===== src/hdl/bsb_divider.sv =====
// ----------------------------------------------------------------------------
// bsb_divider: restoring divider for the Q0.16 step fraction
// Forms floor(n * 2^16 / d) for n < d, one quotient bit per cycle.
// ----------------------------------------------------------------------------
module bsb_divider #(
    parameter int VALUE_WIDTH = 32
) (
    input  logic                 i_clk,
    input  logic                 i_rst_n,
    input  logic                 i_start,
    input  logic [VALUE_WIDTH:0] i_num,
    input  logic [VALUE_WIDTH:0] i_den,
    output logic                 o_done,
    output logic [15:0]          o_quot
);
    localparam int RW = VALUE_WIDTH + 2;

    logic [RW-1:0]        r_rem;
    logic [VALUE_WIDTH:0] r_den;
    logic [15:0]          r_quot;
    logic [4:0]           r_cnt;
    logic                 r_busy;
    logic [RW-1:0]        w_shift;
    logic [RW-1:0]        w_den_x;

    assign w_shift = {r_rem[RW-2:0], 1'b0};
    assign w_den_x = {1'b0, r_den};
    assign o_quot  = r_quot;

    // shift-subtract, one bit per cycle
    always_ff @(posedge i_clk) begin
        if (!i_rst_n) begin
            r_busy <= 1'b0;
            o_done <= 1'b0;
            r_cnt  <= '0;
        end else begin
            o_done <= 1'b0;
            if (i_start) begin
                r_busy <= 1'b1;
                r_rem  <= {1'b0, i_num};
                r_den  <= i_den;
                r_cnt  <= 5'd16;
            end else if (r_busy) begin
                if (w_shift >= w_den_x) begin
                    r_rem  <= w_shift - w_den_x;
                    r_quot <= {r_quot[14:0], 1'b1};
                end else begin
                    r_rem  <= w_shift;
                    r_quot <= {r_quot[14:0], 1'b0};
                end
                r_cnt <= r_cnt - 5'd1;
                if (r_cnt == 5'd1) begin
                    r_busy <= 1'b0;
                    o_done <= 1'b1;
                end
            end
        end
    end
endmodule


===== config.mk =====
export PLATFORM = sky130hd
export DESIGN_NAME = bsb_divider
export DESIGN_NICKNAME = d
export VERILOG_FILES = /design/src/hdl/bsb_divider.sv
export SDC_FILE = /design/constraint.sdc
export NUM_CORES = 1
export LEC_CHECK = 0
export BUFFER_PORTS_ARGS = -buffer_cell sky130_fd_sc_hd__clkbuf_2
export CORE_MARGIN = 4
export CORE_UTILIZATION = 45
export CTS_CLUSTER_DIAMETER = 120
export DETAILED_ROUTE_END_ITERATION = 6
export PLACE_DENSITY = 0.75
export SYNTH_ARGS = -nofsm -noshare
export SYNTH_HDL_FRONTEND = slang
export SYNTH_SLANG_ARGS = --single-unit

===== constraint.sdc =====
create_clock -name i_clk -period 2.6 [get_ports i_clk]
set_input_delay 0.39 -clock i_clk [delete_from_list [all_inputs] [get_ports i_clk]]
set_output_delay 0.39 -clock i_clk [all_outputs]
set_load 0.02 [all_outputs]

* Word-level counts from Yosys, hierarchy flattened
Index checks and enable logic that the tools add are counted.
Storage, ports and cells: flip-flop bits (word level) 89, logic and storage cells 30
Cells by class: $add $sub $neg 2, $lt $le $gt $ge 1, equality and inequality tests 1, mux-type cells 10, bitwise gates (word level) 3, reductions and logical operators 6
Operators with widths (count):
- $mux W33 | 3
- $ge A34 B33 Y1 | 1
- $sub A33 B33 Y33 | 1
- $mux W5 | 2
- $eq A5 B1 Y1 const B | 1
- $mux W1 | 5
- $sub A5 B1 Y5 const B | 1
- $reduce_and A2 Y1 | 2
- $not A1 Y1 | 3
- $reduce_and A3 Y1 | 1
- $reduce_or A3 Y1 | 1
- $reduce_bool A2 Y1 | 1
- $reduce_or A2 Y1 | 1

* Depth between registers and ports, before layout
depth in word-level cells 4, gate-level depth with buffers 13, gate-level depth less buffers 12

* Worst setup path after synthesis
No wires, ideal clock.
path type flip-flop to flip-flop, start register r_rem[12], end register r_rem[1], data pin, data arrival time 2529 ps, data required time 2340 ps, slack -188 ps, cell stages (with the launch flop) 11, path buffers 1, period minus slack after synthesis 2788 ps, cell sequence edfxtp_1 ha_1 a21o_1 o21bai_1 or3_4 o21ai_4 o211ai_2 a31oi_4 buf_6 o21ai_1 mux2_2
Between the ends: word-level cells in the longest chain between the ends 4
Ends and longest elaborated chain:
- from (decl) | RTL line 18 | logic [RW-1:0] r_rem;
- from (signal assigned) | RTL line 40 | r_rem <= {1'b0, i_num};
- from (signal assigned) | RTL line 45 | r_rem <= w_shift - w_den_x;
- from (signal assigned) | RTL line 48 | r_rem <= w_shift;
- $ge A34 B33 Y1 | RTL line 44 | if (w_shift >= w_den_x) begin
- $mux W33 | RTL line 44
- $mux W33 | RTL line 43 | end else if (r_busy) begin
- $mux W33 | RTL line 38 | if (i_start) begin
Every way passes these cells. The select of a mux whose other input is x is not followed. A chain may end at the register's enable or synchronous reset.

* Worst setup path after layout
start register r_rem[25], end register r_rem[25], data pin
Same word-level chain as after synthesis.

==> results.md <==
- Top Family by Delay on Critical Path: simple AND/OR/NAND/NOR gates
- Vias in the first global route: 4678
- Area Overhead vs Synth: 32.8%
- Clock Sinks: 89
- Clock Path Buffers: 2
- CTS tree: done
- Crit Path Category: reg2reg
- Final Hold Vio Count: 0
- Hold Crit Class: in2reg
- Post-layout min period: 2.93 ns
- PortBufs: 85
- Layout Nets: 798
- RSZ-0062 raised after global routing: true
- Max IR drop VDD: 529 µV
- Clock Skew: 0.00820 ns
- Starting Density: 46.6%
- Synth Instances: 527
- Routability cong.: 0.915
- Power per cell area: 667 nW/µm²
- Antenna Diode Count: 0
- Largest net degree at the start of global routing: 35
- Clk pin slew, worst setup/hold paths: 0.07 ns
- Num CTS Buffers: 9
- Crit path DAT: 3.05 ns
- Worst slew margin: 55.1%
- Final core occ: 61.9%
- Status: finished, violations left
- DRC violations left: 0
- Antenna-violating nets left: 0
- Drt total wl: 14.0 mm
- Die width: 117 µm
- Post-synthesis register bit count: 89
- Design Power: 4.78 mW
- Top FF cell, synth: edfxtp_1
- Area leader, netlist: edfxtp_1
- CP Data Required Time: 2.71 ns
- MaxCap Viol Count: 0
- CP peak stage delay: 0.58 ns
- Critical Path Stages: 10
- Via count: 4601
- Ys Warns: 0
- DR vias/cell: 5.47
- Finish-stage setup viols: 33
- PnR worst setup slack: -0.333 ns
- Die Ht: 117 µm
- Post-synth ARST share: 0%
- Io pins: 86
- Initial DRC count: 310
- Area of the mapped netlist: 5390 µm²
- H-tree depth: 3
- Slew Viols, Final: 0
- Pre-antenna DRT Iters: 5
- Row count: 39
- Crit path max fanout: 17
- Wirelength per Cell: 16.6 µm
- Startpoint types: register
- Worst-margin pin slew: 0.674 ns
- F_max: 0.341 GHz
- Element type at the critical path end: register
- Initial antenna violation count: 0
- Cell Chain, Critical Path: ha_1 -> nand4_1 -> or4_4 -> nor4_4 -> nor3_2 -> o211ai_2 -> a31oi_4 -> buf_12 -> and3_1 -> a221o_1
- Cell variety after synth: 60
- Hold Buf Count CTS: 0
- Post-synth EDFFs: 82
- Share of cells above drive strength 1: 33.1%
- GRT Residual Overflow: 0
- Hold path cells: 1
- First-pass GRT wire length: 22.5 mm
- Detail Placement HPWL: 10.2 mm
- Seq/Total Area, Yosys: 48.3%
- Synth top area share: 45.7%
- Syn Nets: 632
- Die ar.: 13800 µm²
- Failing checks: setup timing
- Critical path buffers and inverters: 1
- Core area: 11600 µm²
- Synthesized area per cell: 10.2 µm²
- Synth area leaders: edfxtp_1, ha_1, a21oi_1
- Worst path slowest cell: or4_4
- R2r worst-path depth: 10
- CTS Root Cell: clkbuf_16
- Leak: 3.15 nW
- GRT Total Usage: 20.2%
- Clk_lat worst skew: 0.36 ns
- Final Cycle Share: 113%
[per-layer routing]
metal	global-route usage, %	vias up	wire length [µm]
met3	4.91	25	743
met5	0	-	0
met4	7.48	0	283
li1	-	2255	-
met2	33.4	145	6690
met1	25.8	2176	6270
[final timing paths]
check | slack [ns] | to | from
worst min-delay path | 0.20 | r_den[22] | i_den[22]
worst min register to register | 0.45 | o_quot[1] | o_quot[0]
worst max register to register | -0.33 | r_rem[25] | r_rem[25]
worst max-delay path | -0.33 | r_rem[25] | r_rem[25]
[power by group]
group	internal, mW	total [mW]	switching (mW)
combinational	0.729	1.52	0.796
sequential	1.70	1.75	0.0539
clock	0.938	1.50	0.562
total	3.36	4.78	1.41
[cell usage in the layout (no fill, tap or decap), types with 3 or more instances in the layout]
| master | netlist | final |
|---|---|---|
| nor2_1 | 56 | 55 |
| inv_1 | 46 | 45 |
| a21boi_0 | 3 | 3 |
| a21o_1 | 18 | 18 |
| o211ai_1 | 5 | 5 |
| edfxtp_1 | 82 | 82 |
| clkbuf_2 | 0 | 85 |
| xor2_1 | 9 | 9 |
| mux2i_1 | 7 | 7 |
| and3_1 | 7 | 7 |
| xnor2_1 | 22 | 22 |
| buf_6 | 4 | 3 |
| bufinv_16 | 0 | 3 |
| a221o_1 | 4 | 4 |
| nand3_1 | 7 | 6 |
| o21bai_1 | 12 | 11 |
| ha_4 | 0 | 3 |
| o21a_1 | 7 | 7 |
| o21ai_1 | 1 | 9 |
| a21oi_2 | 1 | 9 |
| buf_4 | 2 | 83 |
| a21oi_1 | 64 | 55 |
| dfxtp_1 | 7 | 7 |
| clkbuf_16 | 0 | 10 |
| ha_1 | 35 | 30 |
| nand2b_1 | 5 | 4 |
| o21ai_0 | 20 | 11 |
| nand4_1 | 10 | 10 |
| nand2_1 | 30 | 29 |
[layout make-up]
class,instances,area (µm²)
sequential,89,2600
fill,942,4410
clock inverter,7,119
clock buffer,9,225
timing repair buffer,173,1130
inverter,48,193
tap,143,179
timing repair inverter,1,11.3
multi-input combinational,371,2700
[through the flow]
stage                     worst slack [ns]  TNS [ns]  cells  hold slack, ns  cell area [µm²]
after floorplan                    -0.0749    -0.470    527           0.469             5420
after global placement              -0.229     -4.14    812           0.440             6490
after detailed placement            -0.304     -7.01    812           0.436             6490
after CTS                           -0.257     -5.34    833           0.193             6930
after global routing                -0.405    -10.69    841           0.195             7160
final                               -0.333     -7.38    841           0.203             7160
[cell families (layout without fill, tap and decap cells)]
family / Yosys count / in the layout / synth area share [%]
buffers and inverters: 67 / 238 / 5.41
AO/OA/AOI/OAI: 163 / 163 / 19.8
XOR/XNOR: 31 / 31 / 5.04
flip-flops: 89 / 89 / 48.3
adder cells (fa/ha/maj): 36 / 36 / 8.50
AND/OR/NAND/NOR: 133 / 133 / 11.5
multiplexers: 8 / 8 / 1.51
[synth_stat cells (3+ instances only)]
cell type  count
o21a_1         7
xor2_1         9
dfxtp_1        7
a31oi_1        3
xnor2_1       22
a21o_1        18
nand4_1       10
ha_1          35
nand3_1        7
a21oi_1       64
clkbuf_1      11
nor4_1         4
buf_6          4
nand2b_1       5
edfxtp_1      82
o211ai_1       5
and3_1         7
nand2_1       30
nor3_1         3
a21boi_0       3
a221o_1        4
nor2_1        56
o21bai_1      12
mux2i_1        7
o21ai_0       20
o31ai_1        4
inv_1         46
[worst reg2reg max path, stage by stage, from the launching register on]
cell and delay, ns:
edfxtp_1 0.40, ha_1 0.35, nand4_1 0.20, or4_4 0.58, nor4_4 0.15, nor3_2 0.07, o211ai_2 0.12, a31oi_4 0.18
buf_12 0.20, and3_1 0.18, a221o_1 0.25
[flip-flops by register name (all words and copies together), names as in the netlist]
name    flops
r_den      33
r_rem      33
o_quot     16
r_cnt       5
o_done      1
r_busy      1
[timing repair]
item,4_1_cts,5_1_grt
endpoints found under the hold margin,0,0
buffers inserted,4,7
endpoints found under the setup margin,33,34
pin swaps,3,7
resized for setup,18,37
cloned,1,1
Power figures use the tool's default switching activity.
